**config.mk**
```make
export PLATFORM = sky130hd
export DESIGN_NAME = psu_ram
export DESIGN_NICKNAME = d
export VERILOG_FILES = /design/src/rtl/core/psu_ram.sv
export SDC_FILE = /design/constraint.sdc
export NUM_CORES = 1
export LEC_CHECK = 0
export BUFFER_PORTS_ARGS = -buffer_cell sky130_fd_sc_hd__buf_2
export CAP_MARGIN = 20
export CELL_PAD_IN_SITES_DETAIL_PLACEMENT = 2
export CELL_PAD_IN_SITES_GLOBAL_PLACEMENT = 2
export CORE_ASPECT_RATIO = 1.2
export CORE_MARGIN = 3
export CORE_UTILIZATION = 45
export DETAILED_ROUTE_END_ITERATION = 10
export MAX_ROUTING_LAYER = met4
export PLACE_DENSITY = 0.8
export SYNTH_ARGS = -nofsm -noshare
export SYNTH_HDL_FRONTEND = slang
export SYNTH_SLANG_ARGS = --single-unit
```
**constraint.sdc**
```tcl
create_clock -name clk -period 4.35 [get_ports clk]
set_input_delay 0.2175 -clock clk [delete_from_list [all_inputs] [get_ports clk]]
set_output_delay 0.2175 -clock clk [all_outputs]
set_load 0.1 [all_outputs]
```
**src/rtl/core/psu_ram.sv**
```systemverilog
// Generic single-clock RAM with one write port and one registered read port.
`timescale 1ns / 1ps

module psu_ram #(
  parameter int unsigned WIDTH = 8,
  parameter int unsigned DEPTH = 16
) (
  input  logic                     clk,
  input  logic                     we,
  input  logic [$clog2(DEPTH)-1:0] waddr,
  input  logic [WIDTH-1:0]         wdata,
  input  logic                     re,
  input  logic [$clog2(DEPTH)-1:0] raddr,
  output logic [WIDTH-1:0]         rdata
);

  logic [WIDTH-1:0] mem [DEPTH];

  always_ff @(posedge clk) begin
    if (we) begin
      mem[waddr] <= wdata;
    end
    if (re) begin
      rdata <= mem[raddr];
    end
  end

endmodule

```
Yosys cells after proc, flatten, opt, wreduce, memory -nomap -nowiden. Memory sizes are Yosys's and may differ from the RTL's. A register that Yosys moved wholly into a read port is not among the register bits. Index checks and enable logic that the tools add are counted.

Memories kept: 1. Flip-flop bits (word level): 0. Logic and storage cells: 3. Memory bits (writable): 128.

Mux-type cells: 2.

Memories: mem (depth 16, width 8, rd ports 1, clocked after Yosys merged registers in 1, wr ports 1, line 17) `logic [WIDTH-1:0] mem [DEPTH];`.

Operator list (number): 2-to-1 mux 1 bit (2).

Depth between registers and ports, before layout. Gate-level depths: netlist of the first run.

Word-level depth: 2. Gate-level depth with buffers: 5.

Least setup slack after synthesis of the first run. No wires, ideal clock.

Kind: input -> register. Start point: input port waddr[2]. End point: memory mem[0][0] (enable). Stages on the path: 2. Data required time: 3.967 ns. Buffers on the path: 0. Slack: 2.640 ns. Arrival: 1.327 ns. Cell sequence: or3b_2 nor3_1.

RTL lines: start: declaration (line 10) `input logic [$clog2(DEPTH)-1:0] waddr,`; end: declaration (line 17).

No word-level cell before the write port.

==> flow_summary.json, run 1 <==
{
  "yosys_warnings": 0,
  "hold_class": "input port to flop",
  "clock_skew_ps": 12.4,
  "die_h_um": 124,
  "port_buffers": 26,
  "status": "finished, final reports clean",
  "synthToLayoutAreaGrowth_pct": 19.0,
  "io_pins": 27,
  "final_core_util": 0.556,
  "dp_hpwl_um": 7690,
  "min_period_ps": 1650,
  "worstSetupStartpoint": "mem[0][5]$_DFFE_PP_",
  "htree_levels": 4,
  "grt_overflow": 0,
  "hold_depth": 1,
  "die-area_mm2": 0.0130,
  "antenna_found_initial": 0,
  "wl_met2_um": 6320,
  "maxCapViolCount": 0,
  "cts_tree": "done",
  "drt_iter0_markers": 178,
  "synthAdderAreaFrac": 0,
  "routed.top_layer": "met4",
  "clk_path_buf_depth": 2,
  "final_cell_count_no_fill": 435,
  "synth_seq_area_share": 0.781,
  "fin_hold_ws_ps": 186,
  "irDropWorstVdd_v": 0.000448,
  "fmax_mhz": 605,
  "power_mw": 3.36,
  "drive_above_1_share": 0.295,
  "dr.pass1.iters": 4,
  "regToRegSetupSlack_ps": 2700,
  "yosys.area_share.simple": 0.0314,
  "cts_made_buffers": 17,
  "rows": 42,
  "r2r_end": "rdata[5]$_DFFE_PP_",
  "finalSetupViolations": 0,
  "postCtsSetupRepairBufs": 0,
  "dp.cells": 401,
  "final_nets": 287,
  "route.detailed.drc": 0,
  "place_congestion": 0.702,
  "ys_ff_latch": 136,
  "worst_slack_ps": 2700,
  "yosysTopAreaCellShare": 0.781,
  "route.met3.wl_um": 504,
  "syn_nets": 248,
  "wire_per_inst_um": 29.0,
  "ys_types": 18,
  "finalMaxSlewViolations": 0,
  "maxSlewHeadroom": 0.295,
  "yosys.area.top_type": "edfxtp_1",
  "endpoint": "rdata[5]$_DFFE_PP_",
  "hold_viol_final": 0,
  "vias": 2509,
  "core_area_mm2": 0.0112,
  "start_util": 0.467,
  "crit_arrival_ps": 1800,
  "tightest_slew_ps": 1050,
  "grt_pass1_wl_um": 18900,
  "wl_met1_um": 5650,
  "cts_hold_buf": 0,
  "r2r_cells": 3,
  "grt_pass1_vias": 2797,
  "grt_max_degree": 33,
  "cts_sinks": 136,
  "synthesis.area_per_instance_um2": 22.8,
  "dp_slack_ps": 1920,
  "critPathLaunchType": "flop",
  "wirelength_um": 12600,
  "place_area_mm2": 0.00549,
  "criticalPathCategory": "flop to flop",
  "netlist_instances": 229,
  "clock_latency_ps": 420,
  "muxShareOfSynthArea": 0.148,
  "synth_top_family_by_area": "multiplexers",
  "post_synth_instance_area_mm2": 0.00523,
  "p_leak_nw": 2.07,
  "gr-usage-all-layers": 0.217,
  "ctsRootBufferMaster": "clkbuf_16",
  "post_cts_resized": 0,
  "end_kind": "flop",
  "synth_compound_area_frac": 0.0230,
  "timing.rr.start": "mem[0][5]$_DFFE_PP_",
  "die_x_um": 104,
  "setup-tns-final_ps": 0,
  "clkTransAtPathRegs_ps": 60,
  "final_area_mm2": 0.00622,
  "cp_max_fo": 1,
  "n_antenna_cell": 0,
  "via_per_inst": 5.77,
  "period_share": 0.380,
  "ant_nets": 0,
  "yosys.area_share.xor_xnor": 0,
  "netlist_top_cells_area": "edfxtp_1, mux4_2, mux4_1",
  "cp.required_ps": 4500,
  "grt_setup_unrepaired": "no",
  "cellPowerDensity_mw_per_mm2": 541
}
[worst max-delay path: stages, from the launching register on]
cell and delay [ps]:
edfxtp_1 410, mux4_1 520, a22oi_1 330, nand2_1 120
[worst min path at each step]
stage | startpoint | end | slack (ps)
floorplan | wdata[0] | mem[0][0]$_DFFE_PP_ | 320
global placement | wdata[2] | mem[1][2]$_DFFE_PP_ | 590
detailed placement | re | rdata[2]$_DFFE_PP_ | 610
CTS | re | rdata[4]$_DFFE_PP_ | 170
global route | re | rdata[4]$_DFFE_PP_ | 170
finish | re | rdata[7]$_DFFE_PP_ | 190
[synth_stat cells]
cell type / instances
edfxtp_1: 136
mux4_2: 18
a22oi_1: 16
mux4_1: 14
nor2_1: 13
nand2_1: 9
nor3_1: 4
buf_2: 3
buf_6: 3
clkdlybuf4s25_2: 3
nand2b_1: 2
nand3b_1: 2
and2_1: 1
and2b_1: 1
buf_4: 1
nand3_1: 1
nor2b_1: 1
or3b_2: 1
[metal layers]
layer / vias up / global-route usage
met3: 11 / 0.0477
li1: 1064 / -
met2: 80 / 0.344
met1: 1354 / 0.285
met5: - / -
met4: 0 / 0.0698
[power by group]
part	internal, mW	switching, mW
registers	1.48	0.00986
clock network	1.14	0.558
logic	0.0535	0.129
[logic make-up after synthesis]
kind of cell           after synthesis
AO/OA/AOI/OAI                       16
flip-flops                         136
AND/OR/NAND/NOR                     35
multiplexers                        32
buffers and inverters               10
[flip-flops by register name, summed over array words and instances (netlist names)]
signal / cells
mem: 128
rdata: 8
[cells in the final DEF (no fill, tap or decap), types with 2 or more instances in the layout]
master,netlist,routed
a22oi_1,16,16
buf_4,1,2
buf_2,3,26
nand3b_1,2,2
edfxtp_1,136,136
mux4_1,14,14
nand2_1,9,9
bufinv_16,0,7
clkinv_4,0,2
nor3_2,0,2
inv_6,0,2
nor3_1,4,2
clkinvlp_4,0,3
nor2_1,13,13
mux4_2,18,18
clkbuf_16,0,17
nand2b_1,2,2
[cell type report]
type                    instances  area, um2
fillers                       954       4970
flip-flops and latches        136       4080
multi-input cells              83       1070
clock buffers                  17        425
clock inverters                15        273
well taps                     154        193
repair buffers                 30        176
Note: power is estimated with default switching activity, not from simulation.
==> run 2: changes to the inputs <==
--- a/config.mk
+++ b/config.mk
@@ -5,16 +5,17 @@
 export SDC_FILE = /design/constraint.sdc
 export NUM_CORES = 1
 export LEC_CHECK = 0
+export ABC_AREA = 1
 export BUFFER_PORTS_ARGS = -buffer_cell sky130_fd_sc_hd__buf_2
 export CAP_MARGIN = 20
 export CELL_PAD_IN_SITES_DETAIL_PLACEMENT = 2
 export CELL_PAD_IN_SITES_GLOBAL_PLACEMENT = 2
 export CORE_ASPECT_RATIO = 1.2
 export CORE_MARGIN = 3
-export CORE_UTILIZATION = 45
+export CORE_UTILIZATION = 37
 export DETAILED_ROUTE_END_ITERATION = 10
 export MAX_ROUTING_LAYER = met4
-export PLACE_DENSITY = 0.8
+export PLACE_DENSITY = 0.82
 export SYNTH_ARGS = -nofsm -noshare
 export SYNTH_HDL_FRONTEND = slang
 export SYNTH_SLANG_ARGS = --single-unit
==> constraint.sdc (replaced) <==
create_clock -name clk -period 1.5 [get_ports clk]
set_input_delay 0.075 -clock clk [delete_from_list [all_inputs] [get_ports clk]]
set_output_delay 0.075 -clock clk [all_outputs]
set_load 0.1 [all_outputs]
==> run 2 against run 1 <==
Net effect: non-clock buffer count grew 21; combinational power grew to 3.9 times the previous value; critical path depth is 2 lower; cell area rose by 9.9%; clock power up 130%; clock skew shrank 0.56 ps; worst setup slack got worse by 2500 ps; area after synthesis grew 12%.
==> flow_summary.json, run 2 <==
{
  "hold_class": "input port to flop",
  "rows": 49,
  "gr-usage-all-layers": 0.229,
  "yosys-top-cells-count": "nand2_1, edfxtp_1, inv_1, nand3_1, nor2_1",
  "synthesis.area_per_instance_um2": 10.6,
  "grt_overflow": 0,
  "setup-tns-final_ps": 0,
  "cts_tree": "done",
  "largest_registers": "mem x128, rdata x8",
  "start_util": 0.385,
  "core_area_mm2": 0.0152,
  "wirelength_um": 18000,
  "netlist_top_cells_area": "edfxtp_1, nand2_1, nand3_1",
  "cpMaxStageDelayCell": "buf_2",
  "min_period_ps": 1330,
  "ys_types": 11,
  "tightest_slew_ps": 662,
  "post_cts_resized": 0,
  "final_cell_mix": "nand2_1, edfxtp_1, inv_1",
  "status": "finished, final reports clean",
  "period_share": 0.890,
  "criticalPathCategory": "flop to output port",
  "cellPowerDensity_mw_per_mm2": 1310,
  "slowest_delay_ps": 450,
  "ys_ff_latch": 136,
  "worstHoldStart": "re",
  "cpLargestDelayFamily": "buffers and inverters",
  "end_kind": "output port",
  "dr.pass1.iters": 4,
  "worstSetupStartpoint": "rdata[3]$_DFFE_PP_",
  "clock_skew_ps": 11.9,
  "path_cells": "buf_2",
  "antenna_found_initial": 0,
  "die_h_um": 144,
  "synth_flop_cell": "edfxtp_1",
  "ctsRootBufferMaster": "clkbuf_16",
  "clk_path_buf_depth": 2,
  "synth_seq_area_share": 0.698,
  "fmax_mhz": 749,
  "place_area_mm2": 0.00629,
  "vias": 4144,
  "final_common_cell": "nand2_1",
  "netlist_instances": 551,
  "crit_arrival_ps": 1260,
  "finalSetupViolations": 0,
  "p_leak_nw": 2.94,
  "synth_async_sr_flop_share": 0,
  "regMostFlops": "mem",
  "grt_pass1_vias": 4679,
  "cp_max_fo": 1,
  "cts_hold_buf": 0,
  "drt_iter0_markers": 257,
  "finalMaxSlewViolations": 0,
  "maxCapViolCount": 0,
  "post_synth_instance_area_mm2": 0.00585,
  "via_per_inst": 5.10,
  "synthToLayoutAreaGrowth_pct": 16.9,
  "hold_viol_final": 0,
  "place_congestion": 0.833,
  "die_x_um": 121,
  "postCtsSetupRepairBufs": 0,
  "port_buffers": 26,
  "timing.rr.start": "mem[13][6]$_DFFE_PP_",
  "cp.required_ps": 1420,
  "grt_pass1_wl_um": 27900,
  "n_antenna_cell": 0,
  "path_buf_inv": 1,
  "grt_setup_unrepaired": "no",
  "htree_levels": 4,
  "ant_nets": 0,
  "final_area_mm2": 0.00684,
  "yosysMostFrequentCell": "nand2_1",
  "dp.cells": 782,
  "yosysTopAreaCellShare": 0.698,
  "maxSlewHeadroom": 0.558,
  "grt_max_degree": 65,
  "die-area_mm2": 0.0174,
  "final_nets": 616,
  "drive_above_1_share": 0.130,
  "dp_hpwl_um": 11600,
  "clkTransAtPathRegs_ps": 60,
  "cts_sinks": 136,
  "io_pins": 27,
  "irDropWorstVdd_v": 0.000641,
  "wire_per_inst_um": 22.2,
  "clock_latency_ps": 420,
  "yosys.area.top_type": "edfxtp_1",
  "largest_register_ffs": 128,
  "cts_made_buffers": 17,
  "route.detailed.drc": 0,
  "yosys_warnings": 0,
  "syn_nets": 570,
  "synth_edf_count": 136,
  "critPathLaunchType": "flop",
  "final_cell_count_no_fill": 813
}
[run 2: logic make-up after synthesis]
family / count (synthesis) / share of synthesized area
buf+inv: 126 / 0.0939
flops: 136 / 0.698
simple gates: 289 / 0.208
[run 2: area by class of cell]
type                       count  area [um2]
clock inverter                11         108
multi-input combinational    289        1210
tap                          204         255
timing repair buffer          51         355
clock buffer                  20         437
inverter                     102         383
fill                        1624        8370
sequential                   136        4080
[run 2: where the power goes]
| group | switching (mW) | leakage [nW] | internal (mW) |
|---|---|---|---|
| Combinational | 0.548 | 1.44 | 0.162 |
| Sequential | 0.0319 | 1.24 | 4.28 |
| Clock | 1.54 | 0.264 | 2.40 |
| Total | 2.12 | 2.94 | 6.85 |
[run 2: worst paths after layout]
check                                           to  slack (ps)  depth (start not counted)
worst max-delay path                      rdata[3]         170                          1
worst min register to register  rdata[6]$_DFFE_PP_         790                          6
worst max register to register  rdata[6]$_DFFE_PP_         260                          6
worst min-delay path            rdata[7]$_DFFE_PP_          30                          1
[run 2: stage by stage]
stage          utilization  worst slack (ps)  power (mW)  hold WS (ps)
2_1_floorplan            -               474        4.81           174
3_3_place_gp         0.414               119        5.06           456
3_5_place_dp         0.414              80.9        5.10           459
4_1_cts              0.450               152        9.05          12.7
5_1_grt              0.450               137        9.26          15.3
6_report             0.450               166        8.97          33.6
[run 2: layer usage]
| metal | vias to the layer above | GRT usage | routed length, um |
|---|---|---|---|
| li1 | 1872 | - | - |
| met2 | 103 | 0.392 | 9600 |
| met4 | 0 | 0.101 | 507 |
| met5 | - | - | 0 |
| met3 | 38 | 0.0406 | 533 |
| met1 | 2131 | 0.266 | 7400 |
==> run 3: changes to the inputs <==
--- a/config.mk
+++ b/config.mk
@@ -12,10 +12,10 @@
 export CELL_PAD_IN_SITES_GLOBAL_PLACEMENT = 2
 export CORE_ASPECT_RATIO = 1.2
 export CORE_MARGIN = 3
-export CORE_UTILIZATION = 37
+export CORE_UTILIZATION = 44
 export DETAILED_ROUTE_END_ITERATION = 10
 export MAX_ROUTING_LAYER = met4
-export PLACE_DENSITY = 0.82
+export PLACE_DENSITY = 0.9
 export SYNTH_ARGS = -nofsm -noshare
 export SYNTH_HDL_FRONTEND = slang
 export SYNTH_SLANG_ARGS = --single-unit
==> constraint.sdc (replaced) <==
create_clock -name clk -period 1.6 [get_ports clk]
set_input_delay 0.08 -clock clk [delete_from_list [all_inputs] [get_ports clk]]
set_output_delay 0.08 -clock clk [all_outputs]
set_load 0.1 [all_outputs]
==> run 3 against run 2 <==
Net effect: register-to-register slack lost 110 ps; non-clock buffer count shrank 2; clock power grew 11%; hold slack lost 16 ps; wire length grew 15%; sequential share of layout area shrank 0.33 points; global-route usage grew 7.4 points; largest cell class unchanged.
==> flow_summary.json, run 3 (synthesis results as in run 2) <==
{
  "hold_viol_final": 0,
  "port_buffers": 26,
  "final_core_util": 0.535,
  "grt_setup_unrepaired": "no",
  "ant_nets": 0,
  "place_area_mm2": 0.00623,
  "clk_path_buf_depth": 2,
  "clock_latency_ps": 430,
  "cellPowerDensity_mw_per_mm2": 1330,
  "dp_hpwl_um": 12200,
  "finalSetupViolations": 0,
  "final_area_mm2": 0.00687,
  "io_pins": 27,
  "core_area_mm2": 0.0128,
  "die-area_mm2": 0.0147,
  "start_util": 0.455,
  "synthToLayoutAreaGrowth_pct": 17.5,
  "maxCapViolCount": 0,
  "criticalPathCategory": "flop to flop",
  "irDropWorstVdd_v": 0.000630,
  "fmax_mhz": 690,
  "ctsRootBufferMaster": "clkbuf_16",
  "setup-tns-final_ps": 0,
  "die_x_um": 111,
  "largest_registers": "mem x128, rdata x8",
  "place_congestion": 0.796,
  "end_kind": "flop",
  "cp_max_fo": 1,
  "crit_arrival_ps": 1620,
  "wire_per_inst_um": 26.9,
  "grt_max_degree": 65,
  "htree_levels": 4,
  "clock_skew_ps": 9.59,
  "finalMaxSlewViolations": 0,
  "cts_hold_buf": 0,
  "tightest_slew_ps": 717,
  "status": "finished, final reports clean",
  "grt_pass1_vias": 4903,
  "critPathLaunchType": "flop",
  "die_h_um": 132,
  "grt_pass1_wl_um": 31200,
  "final_cell_mix": "nand2_1, edfxtp_1, inv_1",
  "maxSlewHeadroom": 0.521,
  "drive_above_1_share": 0.135,
  "route.detailed.drc": 0,
  "antenna_found_initial": 0,
  "hold_class": "input port to flop",
  "min_period_ps": 1450,
  "dr.pass1.iters": 5,
  "gr-usage-all-layers": 0.303,
  "wirelength_um": 20700,
  "n_antenna_cell": 0,
  "rows": 45,
  "largest_register_ffs": 128,
  "postCtsSetupRepairBufs": 0,
  "cts_sinks": 136,
  "cp.required_ps": 1770,
  "post_cts_resized": 0,
  "period_share": 0.906,
  "via_per_inst": 5.59,
  "cts_made_buffers": 17,
  "drt_iter0_markers": 262,
  "cts_tree": "done",
  "regMostFlops": "mem",
  "final_common_cell": "nand2_1",
  "vias": 4312,
  "final_nets": 614,
  "clkTransAtPathRegs_ps": 60,
  "p_leak_nw": 2.97,
  "grt_overflow": 0
}
## run 3: changes by cell type in the layout (fill, tap and decap cells not counted), sizes merged
| cell | before | now |
|---|---|---|
| inv | 102 | 105 |
| clkbuf | 20 | 17 |
| clkinv | 7 | 3 |
| buf | 51 | 49 |
| clkinvlp | 2 | 3 |
| bufinv | 2 | 5 |
## run 3: metrics by stage
step / instances / power [mW] / setup WS [ps] / hold slack (ps)
after floorplan: 551 / 4.51 / 569 / 179
after global placement: 740 / 4.72 / 151 / 454
after detailed placement: 740 / 4.78 / 82.3 / 459
after CTS: 771 / 9.17 / 194 / 4.95
after global routing: 771 / 9.38 / 190 / 14.2
final: 771 / 9.14 / 150 / 17.6
## run 3: path summary, 6_finish.rpt
kind | cells past startpoint | end | startpoint | slack (ps)
hold reg to reg | 6 | rdata[1]$_DFFE_PP_ | mem[4][1]$_DFFE_PP_ | 850
setup reg to reg | 6 | rdata[4]$_DFFE_PP_ | mem[9][4]$_DFFE_PP_ | 150
hold / removal | 1 | rdata[2]$_DFFE_PP_ | re | 20
setup / recovery | 6 | rdata[4]$_DFFE_PP_ | mem[9][4]$_DFFE_PP_ | 150
## run 3: power by group
group          switching [mW]  internal, mW
combinational           0.551         0.149
clock                    1.62          2.77
sequential             0.0296          4.01
## run 3: area by class of cell
type	count	area, um2
Sequential cell	136	4080
Tap cell	164	205
Clock buffer	17	425
Fill cell	1249	5960
Timing Repair Buffer	49	340
Multi-Input combinational cell	289	1210
Inverter	102	383
Clock inverter	14	221
## run 3: worst max-delay path, cell delays in order (launching register included)
cell and delay, ps:
edfxtp_1 380, inv_1 70, nand2_1 90, nand3_1 160, nand3_1 200, nand3_1 200, nand2_1 90
## run 3: metal layers
| layer | share of wire | vias to the layer above | global-route usage |
|---|---|---|---|
| met5 | 0 | - | - |
| met4 | 0.040 | 0 | 0.146 |
| met3 | 0.050 | 58 | 0.0689 |
| met2 | 0.51 | 154 | 0.493 |
| met1 | 0.40 | 2229 | 0.357 |
| li1 | - | 1871 | - |
